**config.mk**
```make
export PLATFORM = sky130hd
export DESIGN_NAME = circular_stack_alu
export DESIGN_NICKNAME = d
export VERILOG_FILES = /design/src/csalu_pkg.sv /design/src/csalu_alu.sv /design/src/csalu_stack.sv /design/src/circular_stack_alu.sv
export VERILOG_INCLUDE_DIRS = /design/src /design/src/src
export SDC_FILE = /design/constraint.sdc
export NUM_CORES = 2
export LEC_CHECK = 0
export BUFFER_PORTS_ARGS = -buffer_cell sky130_fd_sc_hd__buf_4
export CAP_MARGIN = 25
export CORE_UTILIZATION = 45
export DETAILED_ROUTE_END_ITERATION = 10
export PLACE_DENSITY = 0.6
export SLEW_MARGIN = 20
export SYNTH_ARGS = -nofsm -noshare
export SYNTH_HDL_FRONTEND = slang
export SYNTH_SLANG_ARGS = --single-unit
```
**constraint.sdc**
```tcl
create_clock -name clk -period 39.9 [get_ports clk]
set_clock_uncertainty 0.15 [all_clocks]
set_input_delay 7.98 -clock clk [delete_from_list [all_inputs] [get_ports clk]]
set_output_delay 7.98 -clock clk [all_outputs]
set_load 0.01 [all_outputs]
```
**src/circular_stack_alu_macros.svh**
```systemverilog
// ----------------------------------------------------------------------------
// circular_stack_alu assertion macros
// Shared concurrent assertion forms, sampled on clk and held off in reset.
// ----------------------------------------------------------------------------
`ifndef CIRCULAR_STACK_ALU_MACROS_SVH
`define CIRCULAR_STACK_ALU_MACROS_SVH

// Consequent must hold in the same cycle as the antecedent.
`define CSALU_ASSERT_NOW(lbl, ante, cons, msg) \
  lbl: assert property (@(posedge clk) disable iff (!rst_n) (ante) |-> (cons)) \
    else $error(msg);

// Consequent must hold in the cycle after the antecedent.
`define CSALU_ASSERT_NEXT(lbl, ante, cons, msg) \
  lbl: assert property (@(posedge clk) disable iff (!rst_n) (ante) |=> (cons)) \
    else $error(msg);

`endif

```
**src/csalu_pkg.sv**
```systemverilog
`timescale 1ns / 1ps
// ----------------------------------------------------------------------------
// csalu_pkg
// Types, codes and defaults shared by the circular stack ALU.
// ----------------------------------------------------------------------------
package csalu_pkg;

  localparam int STACK_DEPTH_DEF = 8;
  localparam int WORD_WIDTH_DEF  = 32;
  localparam int ACTION_W        = 5;
  localparam int VALUE_W         = 32;
  localparam int KIND_W          = 2;

  typedef enum logic [ACTION_W-1:0] {
    ACT_LIT    = 5'd0,
    ACT_DUP    = 5'd1,
    ACT_OVER   = 5'd2,
    ACT_SWAP   = 5'd3,
    ACT_DROP   = 5'd4,
    ACT_ADD    = 5'd5,
    ACT_SUB    = 5'd6,
    ACT_MUL    = 5'd7,
    ACT_EQUAL  = 5'd8,
    ACT_LESS   = 5'd9,
    ACT_PRINT  = 5'd10,
    ACT_EMIT   = 5'd11,
    ACT_KEY    = 5'd12,
    ACT_CELL   = 5'd13,
    ACT_IFTEST = 5'd14,
    ACT_NOP    = 5'd15,
    ACT_HALT   = 5'd16
  } action_t;

  typedef enum logic [KIND_W-1:0] {
    KIND_NONE  = 2'd0,
    KIND_PRINT = 2'd1,
    KIND_EMIT  = 2'd2,
    KIND_HALT  = 2'd3
  } kind_t;

  // Stack movement for one instruction, with entry 0 as top of stack.
  typedef enum logic [2:0] {
    STK_HOLD,
    STK_PUSH,
    STK_POP,
    STK_SWAP,
    STK_FOLD
  } stk_op_t;

  typedef struct packed {
    stk_op_t stk_op;
    kind_t   kind;
    logic    skip;
  } ctrl_t;

  typedef struct packed {
    logic [ACTION_W-1:0] action;
    logic [VALUE_W-1:0]  operand;
  } in_word_t;

  typedef struct packed {
    logic [KIND_W-1:0]  out_kind;
    logic [VALUE_W-1:0] out_value;
    logic               skip_next;
    logic [VALUE_W-1:0] top_word;
  } out_word_t;

endpackage

```
**src/csalu_alu.sv**
```systemverilog
`timescale 1ns / 1ps
// ----------------------------------------------------------------------------
// csalu_alu
// Instruction decode and word arithmetic on the two top stack entries.
// ----------------------------------------------------------------------------
module csalu_alu #(
  parameter int WORD_WIDTH = csalu_pkg::WORD_WIDTH_DEF
) (
  input  logic [csalu_pkg::ACTION_W-1:0] action,
  input  logic [csalu_pkg::VALUE_W-1:0]  operand,
  input  logic [WORD_WIDTH-1:0]          tos,
  input  logic [WORD_WIDTH-1:0]          nos,
  output csalu_pkg::ctrl_t               ctrl,
  output logic [WORD_WIDTH-1:0]          res,
  output logic [WORD_WIDTH-1:0]          val
);

  logic [WORD_WIDTH-1:0] op_word;

  assign op_word = WORD_WIDTH'(operand);

  always_comb begin
    ctrl.stk_op = csalu_pkg::STK_HOLD;
    ctrl.kind   = csalu_pkg::KIND_NONE;
    ctrl.skip   = 1'b0;
    res         = '0;
    val         = '0;
    unique case (action)
      csalu_pkg::ACT_LIT, csalu_pkg::ACT_KEY: begin
        ctrl.stk_op = csalu_pkg::STK_PUSH;
        res         = op_word;
      end
      csalu_pkg::ACT_DUP: begin
        ctrl.stk_op = csalu_pkg::STK_PUSH;
        res         = tos;
      end
      csalu_pkg::ACT_OVER: begin
        ctrl.stk_op = csalu_pkg::STK_PUSH;
        res         = nos;
      end
      csalu_pkg::ACT_CELL: begin
        ctrl.stk_op = csalu_pkg::STK_PUSH;
        res         = WORD_WIDTH'(WORD_WIDTH / 8);
      end
      csalu_pkg::ACT_SWAP: ctrl.stk_op = csalu_pkg::STK_SWAP;
      csalu_pkg::ACT_DROP: ctrl.stk_op = csalu_pkg::STK_POP;
      csalu_pkg::ACT_ADD: begin
        ctrl.stk_op = csalu_pkg::STK_FOLD;
        res         = nos + tos;
      end
      csalu_pkg::ACT_SUB: begin
        ctrl.stk_op = csalu_pkg::STK_FOLD;
        res         = nos - tos;
      end
      csalu_pkg::ACT_MUL: begin
        ctrl.stk_op = csalu_pkg::STK_FOLD;
        res         = nos * tos;
      end
      csalu_pkg::ACT_EQUAL: begin
        ctrl.stk_op = csalu_pkg::STK_FOLD;
        res         = WORD_WIDTH'(nos == tos);
      end
      csalu_pkg::ACT_LESS: begin
        ctrl.stk_op = csalu_pkg::STK_FOLD;
        res         = WORD_WIDTH'(nos < tos);
      end
      csalu_pkg::ACT_PRINT: begin
        ctrl.stk_op = csalu_pkg::STK_POP;
        ctrl.kind   = csalu_pkg::KIND_PRINT;
        val         = tos;
      end
      csalu_pkg::ACT_EMIT: begin
        ctrl.stk_op = csalu_pkg::STK_POP;
        ctrl.kind   = csalu_pkg::KIND_EMIT;
        val         = tos;
      end
      csalu_pkg::ACT_IFTEST: begin
        ctrl.stk_op = csalu_pkg::STK_POP;
        ctrl.skip   = (tos == '0);
      end
      csalu_pkg::ACT_HALT: ctrl.kind = csalu_pkg::KIND_HALT;
      default: ;  // nop and unused codes
    endcase
  end

endmodule

```
**src/csalu_stack.sv**
```systemverilog
`timescale 1ns / 1ps
// ----------------------------------------------------------------------------
// csalu_stack
// Circular data stack kept as a rotating register ring, entry 0 on top.
// ----------------------------------------------------------------------------
module csalu_stack #(
  parameter int STACK_DEPTH = csalu_pkg::STACK_DEPTH_DEF,
  parameter int WORD_WIDTH  = csalu_pkg::WORD_WIDTH_DEF
) (
  input  logic                  clk,
  input  logic                  rst_n,
  input  logic                  en,
  input  csalu_pkg::ctrl_t      ctrl,
  input  logic [WORD_WIDTH-1:0] res,
  output logic [WORD_WIDTH-1:0] tos,
  output logic [WORD_WIDTH-1:0] nos,
  output logic [WORD_WIDTH-1:0] top_nxt
);

  logic [WORD_WIDTH-1:0] stk_r   [STACK_DEPTH];
  logic [WORD_WIDTH-1:0] stk_nxt [STACK_DEPTH];

  // A push rotates the ring up, a pop rotates it down; the pointer is implicit.
  for (genvar i = 0; i < STACK_DEPTH; i++) begin : g_ent
    localparam int PREV = (i + STACK_DEPTH - 1) % STACK_DEPTH;
    localparam int NEXT = (i + 1) % STACK_DEPTH;
    always_comb begin
      unique case (ctrl.stk_op)
        csalu_pkg::STK_PUSH: stk_nxt[i] = (i == 0) ? res : stk_r[PREV];
        csalu_pkg::STK_POP:  stk_nxt[i] = stk_r[NEXT];
        csalu_pkg::STK_FOLD: stk_nxt[i] = (i == 0) ? res : stk_r[NEXT];
        csalu_pkg::STK_SWAP: stk_nxt[i] = (i == 0) ? stk_r[1] :
                                          (i == 1) ? stk_r[0] : stk_r[i];
        default:             stk_nxt[i] = stk_r[i];
      endcase
    end

    always_ff @(posedge clk) begin
      if (!rst_n) begin
        stk_r[i] <= '0;
      end else if (en) begin
        stk_r[i] <= stk_nxt[i];
      end
    end
  end

  assign tos     = stk_r[0];
  assign nos     = stk_r[1];
  assign top_nxt = stk_nxt[0];

endmodule

```
**src/circular_stack_alu.sv**
```systemverilog
`timescale 1ns / 1ps
// ----------------------------------------------------------------------------
// circular_stack_alu
// Data-stack execution unit of a Forth-style machine on a circular stack.
// ----------------------------------------------------------------------------
//
//  Channel  Ports                          Word
//  -------  -----------------------------  ---------------------------------
//  input    in_valid / in_stall / in_word  action, operand (one instruction)
//  result   out_valid / out_stall / out_word  out_kind, out_value, skip_next,
//                                          top_word (one per instruction)
//
//  Each instruction moves from the input register, through execute, into the
//  result register, one per clock without stalls. The execute cycle reads the
//  two top ring entries, runs the ALU and rotates the stack ring in place.
//  Reset clears the pipeline valids and all stack entries at once.
//  A stalled result holds its register; the input register then holds and
//  in_stall rises, while a free result side lets a new word enter each cycle.
//
module circular_stack_alu #(
  parameter int STACK_DEPTH = csalu_pkg::STACK_DEPTH_DEF,
  parameter int WORD_WIDTH  = csalu_pkg::WORD_WIDTH_DEF
) (
  input  logic                 clk,
  input  logic                 rst_n,
  input  logic                 in_valid,
  output logic                 in_stall,
  input  csalu_pkg::in_word_t  in_word,
  output logic                 out_valid,
  input  logic                 out_stall,
  output csalu_pkg::out_word_t out_word
);

`include "circular_stack_alu_macros.svh"

  localparam int VW = csalu_pkg::VALUE_W;

  logic                 in_valid_r;
  csalu_pkg::in_word_t  in_r;
  logic                 out_valid_r;
  csalu_pkg::out_word_t out_r;
  logic                 exec_fire;

  csalu_pkg::ctrl_t      ctrl;
  logic [WORD_WIDTH-1:0] res;
  logic [WORD_WIDTH-1:0] val;
  logic [WORD_WIDTH-1:0] tos;
  logic [WORD_WIDTH-1:0] nos;
  logic [WORD_WIDTH-1:0] top_nxt;

  // Execute whenever an instruction waits and the result register can move.
  assign exec_fire = in_valid_r && !(out_valid_r && out_stall);
  assign in_stall  = in_valid_r && !exec_fire;

  // Input register: advance when the held word executes or when empty.
  always_ff @(posedge clk) begin
    if (!rst_n) begin
      in_valid_r <= 1'b0;
    end else if (!in_stall) begin
      in_valid_r <= in_valid;
    end
  end

  always_ff @(posedge clk) begin
    if (in_valid && !in_stall) begin
      in_r <= in_word;
    end
  end

  csalu_alu #(
    .WORD_WIDTH (WORD_WIDTH)
  ) u_alu (
    .action  (in_r.action),
    .operand (in_r.operand),
    .tos     (tos),
    .nos     (nos),
    .ctrl    (ctrl),
    .res     (res),
    .val     (val)
  );

  csalu_stack #(
    .STACK_DEPTH (STACK_DEPTH),
    .WORD_WIDTH  (WORD_WIDTH)
  ) u_stack (
    .clk     (clk),
    .rst_n   (rst_n),
    .en      (exec_fire),
    .ctrl    (ctrl),
    .res     (res),
    .tos     (tos),
    .nos     (nos),
    .top_nxt (top_nxt)
  );

  // Result register: load on execute, drop the valid once taken.
  always_ff @(posedge clk) begin
    if (!rst_n) begin
      out_valid_r <= 1'b0;
    end else if (exec_fire) begin
      out_valid_r <= 1'b1;
    end else if (!out_stall) begin
      out_valid_r <= 1'b0;
    end
  end

  always_ff @(posedge clk) begin
    if (exec_fire) begin
      out_r.out_kind  <= ctrl.kind;
      out_r.out_value <= VW'(val);
      out_r.skip_next <= ctrl.skip;
      out_r.top_word  <= VW'(top_nxt);
    end
  end

  assign out_valid = out_valid_r;
  assign out_word  = out_r;

  // Every executed instruction must show up in the result register.
  `CSALU_ASSERT_NEXT(a_fire_gives_result, exec_fire, out_valid_r, "executed word lost")
  // Input holds back only behind a stalled, full result register.
  `CSALU_ASSERT_NOW(a_stall_cause, in_stall, out_valid_r && out_stall && in_valid_r, "stall without cause")
  // An instruction that does not move the stack keeps its top entry.
  `CSALU_ASSERT_NEXT(a_hold_keeps_top, exec_fire && ctrl.stk_op == csalu_pkg::STK_HOLD, $stable(tos), "top changed on hold")
  // A skip request never travels with a print, emit or halt report.
  `CSALU_ASSERT_NOW(a_skip_alone, out_valid_r && out_r.skip_next, out_r.out_kind == csalu_pkg::KIND_NONE, "skip with report")

endmodule

```
==> out/qor.yml <==
place:
  placed_area_um2: 36700
  place_congestion: 0.951
  dp_hpwl_um: 72300
  port_buffers: 109
timing:
  fmax_mhz: 60.2
  worst_pin_slew_ps: 1090
  rsz0062_at_grt: "no"
  hold_viol: 0
  relSlewSlack: 0.271
  final.setup.tns_ps: 0
  fin_crit_ps: 16600
  timing.final.crit_share: 0.416
  slew_violations: 0
  setup_viol: 0
route:
  first_iter_violations: 2293
  post-route-drc-count: 0
  vias: 26856
  drtAntennaViolNets: 0
  wire_per_inst_um: 22.5
  vias_per_cell: 5.69
  wirelength_um: 106000
  dr.pass1.iters: 8
cts:
  htree_levels: 2
  cts_tree: "built"
  ctsLongestPathBuffers: 3
  cts_root_buf: "clkbuf_16"
  post_cts_buffers: 0
  holdBufCountCts: 0
  cts_resized: 0
  cts_buffers: 43
  cts.sinks: 362
  clkLatencyLatePin_ps: 600
  clk_pin_slew_ps: 50
hold_path:
  hp-class: "flip-flop to flip-flop"
power:
  leakage_nw: 16.1
  p_switching_mw: 0.923
  pwr-share-comb: 0.582
  switching_share: 0.436
  finalPower_mw: 2.11
  pwr-share-clk: 0.194
  p_per_area_nw_per_um2: 55.4
  intPower_mw: 1.19
  peakVddDrop_mv: 0.102
  seq_power_share: 0.223
finish:
  fin_nets: 4288
  nFillCells: 7245
  drive_above_1_share: 0.0795
  fin_area_um2: 38200
  area_growth_pct: 9.49
logic_synthesis:
  ys_ff_latch: 362
  synth_area_um2: 34900
  ys_seq_area_frac: 0.311
  syn_avg_cell_area_um2: 9.50
  syn-num-nets: 4308
  synth_edf_count: 360
  synth_ff_type: "edfxtp_1"
  synthCells: 3671
  ys_warn_count: 0
  synth_cell_types: 79
  postSynth.asyncResetShare: 0
floorplanning:
  initial_core_util: 0.457
  die-area_um2: 78600
  boundaryPins: 110
  fp-row-count: 101
  coreArea_um2: 76300
  die_w_um: 280
  die_height_um: 280
worst_setup_path:
  required_ps: 31770
  path_max_fanout: 3
  critPathKind: "primary input to output port"
  slowest_stage: "and3_1"
  max_stage_delay_ps: 220
  crit_arrival_ps: 8470
  worstSetupStartpointType: "primary input"
  crit_top_cell: "buf_4"
  cp-end-kind: "output port"
  crit_chain: "buf_4 -> and3_1 -> buf_4"
global_route:
  grt_pass1_vias: 26909
  grt_pass1_wl_um: 164000
  antenna_found_initial: 1
  grt_usage: 0.275
  overflow: 0
  grt_max_degree: 102
run:
  cap_violations: 0
status:
  status: "finished clean"
## per-stage QoR
stage | instances | setup WS (ps) | hold slack [ps] | util
finish | 4716 | 23300 | 367 | 0.500
global route | 4715 | 23280 | 397 | 0.500
CTS | 4713 | 23290 | 371 | 0.500
detailed placement | 4634 | 23300 | 354 | 0.480
global placement | 4634 | 23300 | 364 | 0.480
floorplan | 3671 | 16620 | 322 | -
## power by group through the flow
stage | Combinational, mW | Sequential, mW | Clock, mW
after CTS | 1.23 | 0.472 | 0.419
after floorplan | 0.899 | 0.473 | 0
after global routing | 1.37 | 0.474 | 0.431
after global placement | 1.21 | 0.479 | 0
after detailed placement | 1.22 | 0.479 | 0
final | 1.23 | 0.472 | 0.411
## worst max-delay path, delay by kind of cell
kind	cells	cell delay, ps
buffers and inverters	2	280
AND/OR/NAND/NOR	1	220
## synthesized netlist by cell type, drive strengths merged (5+ instances only)
cell     count  area share
mux2i        8      0.0023
o2111ai      5      0.0013
and3        13      0.0023
nand3       24      0.0034
o211ai      14      0.0030
o221ai       9      0.0024
clkbuf     235       0.025
a31oi       22      0.0039
ha         186       0.067
o221a        6      0.0019
nor3        24      0.0036
a222oi      21      0.0060
o22ai        8      0.0014
o21bai       6      0.0013
edfxtp     360        0.31
and2       283       0.051
o21ai       58      0.0083
inv        446       0.048
fa         410        0.24
nand4       14      0.0025
a221oi      16      0.0045
a21boi       6      0.0013
a21o        32      0.0069
nor2       102       0.011
buf         13      0.0016
or4          5      0.0011
nor4        42      0.0075
nand2      735       0.079
a22oi        7      0.0015
nand2b      19      0.0036
a211oi      10      0.0025
or3          9      0.0016
o21a        10      0.0022
xnor2       69       0.017
xor2        19      0.0048
a21oi      304       0.044
a221o       14      0.0040
nor2b       33      0.0059
o31ai        9      0.0019
or2         10      0.0018
## logic make-up after synthesis
kind of cell    synth area share
fa+ha+maj                  0.302
simple gates               0.177
buf+inv                   0.0749
flops                      0.311
xor+xnor                  0.0227
compound gates             0.110
mux                      0.00230
## layer usage
| metal | up-vias | share of wire | track usage |
|---|---|---|---|
| met2 | 1020 | 0.47 | 0.443 |
| met1 | 13616 | 0.42 | 0.381 |
| li1 | 12018 | - | - |
| met4 | 2 | 0.033 | 0.0824 |
| met3 | 200 | 0.079 | 0.0452 |
| met5 | - | 0.00017 | 0 |
## cell usage in the layout, fill, tap and decap left out, drive strengths merged, types with 19 or more instances in the layout
cell | synthesis | final
a21o | 32 | 32
a21oi | 304 | 304
a222oi | 21 | 21
a31oi | 22 | 22
and2 | 283 | 283
buf | 13 | 183
clkbuf | 235 | 50
edfxtp | 360 | 360
fa | 410 | 410
ha | 186 | 186
inv | 446 | 453
nand2 | 735 | 735
nand2b | 19 | 19
nand3 | 24 | 24
nor2 | 102 | 102
nor2b | 33 | 33
nor3 | 24 | 24
nor4 | 42 | 42
o21ai | 58 | 58
xnor2 | 69 | 69
xor2 | 19 | 19
## worst paths after layout
kind,startpoint,slack [ps],endpoint,depth (start not counted)
max reg2reg,u_stack.stk_r[0][8],31380,out_word[26],24
min,in_valid_r,370,out_valid,2
min reg2reg,in_valid_r,370,out_valid,2
max,out_stall,23300,in_stall,3
## state kept, by name (all words and copies together), names as in the netlist
name,cells
u_stack.stk_r,256
out_valid,1
in_valid_r,1
out_word,67
in_r,37
## final cells by class
| type | count | area, µm² | share of cell area |
|---|---|---|---|
| diodes | 1 | 2.50 | 0.0000655 |
| clock buffers | 50 | 1100 | 0.0289 |
| clock inverters | 29 | 360 | 0.00944 |
| inverters | 446 | 1670 | 0.0438 |
| multi-input cells | 2615 | 21500 | 0.563 |
| flip-flops and latches | 362 | 10900 | 0.284 |
| well taps | 1030 | 1290 | 0.0338 |
| repair buffers | 183 | 1400 | 0.0367 |
Note: power is estimated with default switching activity, not from simulation.
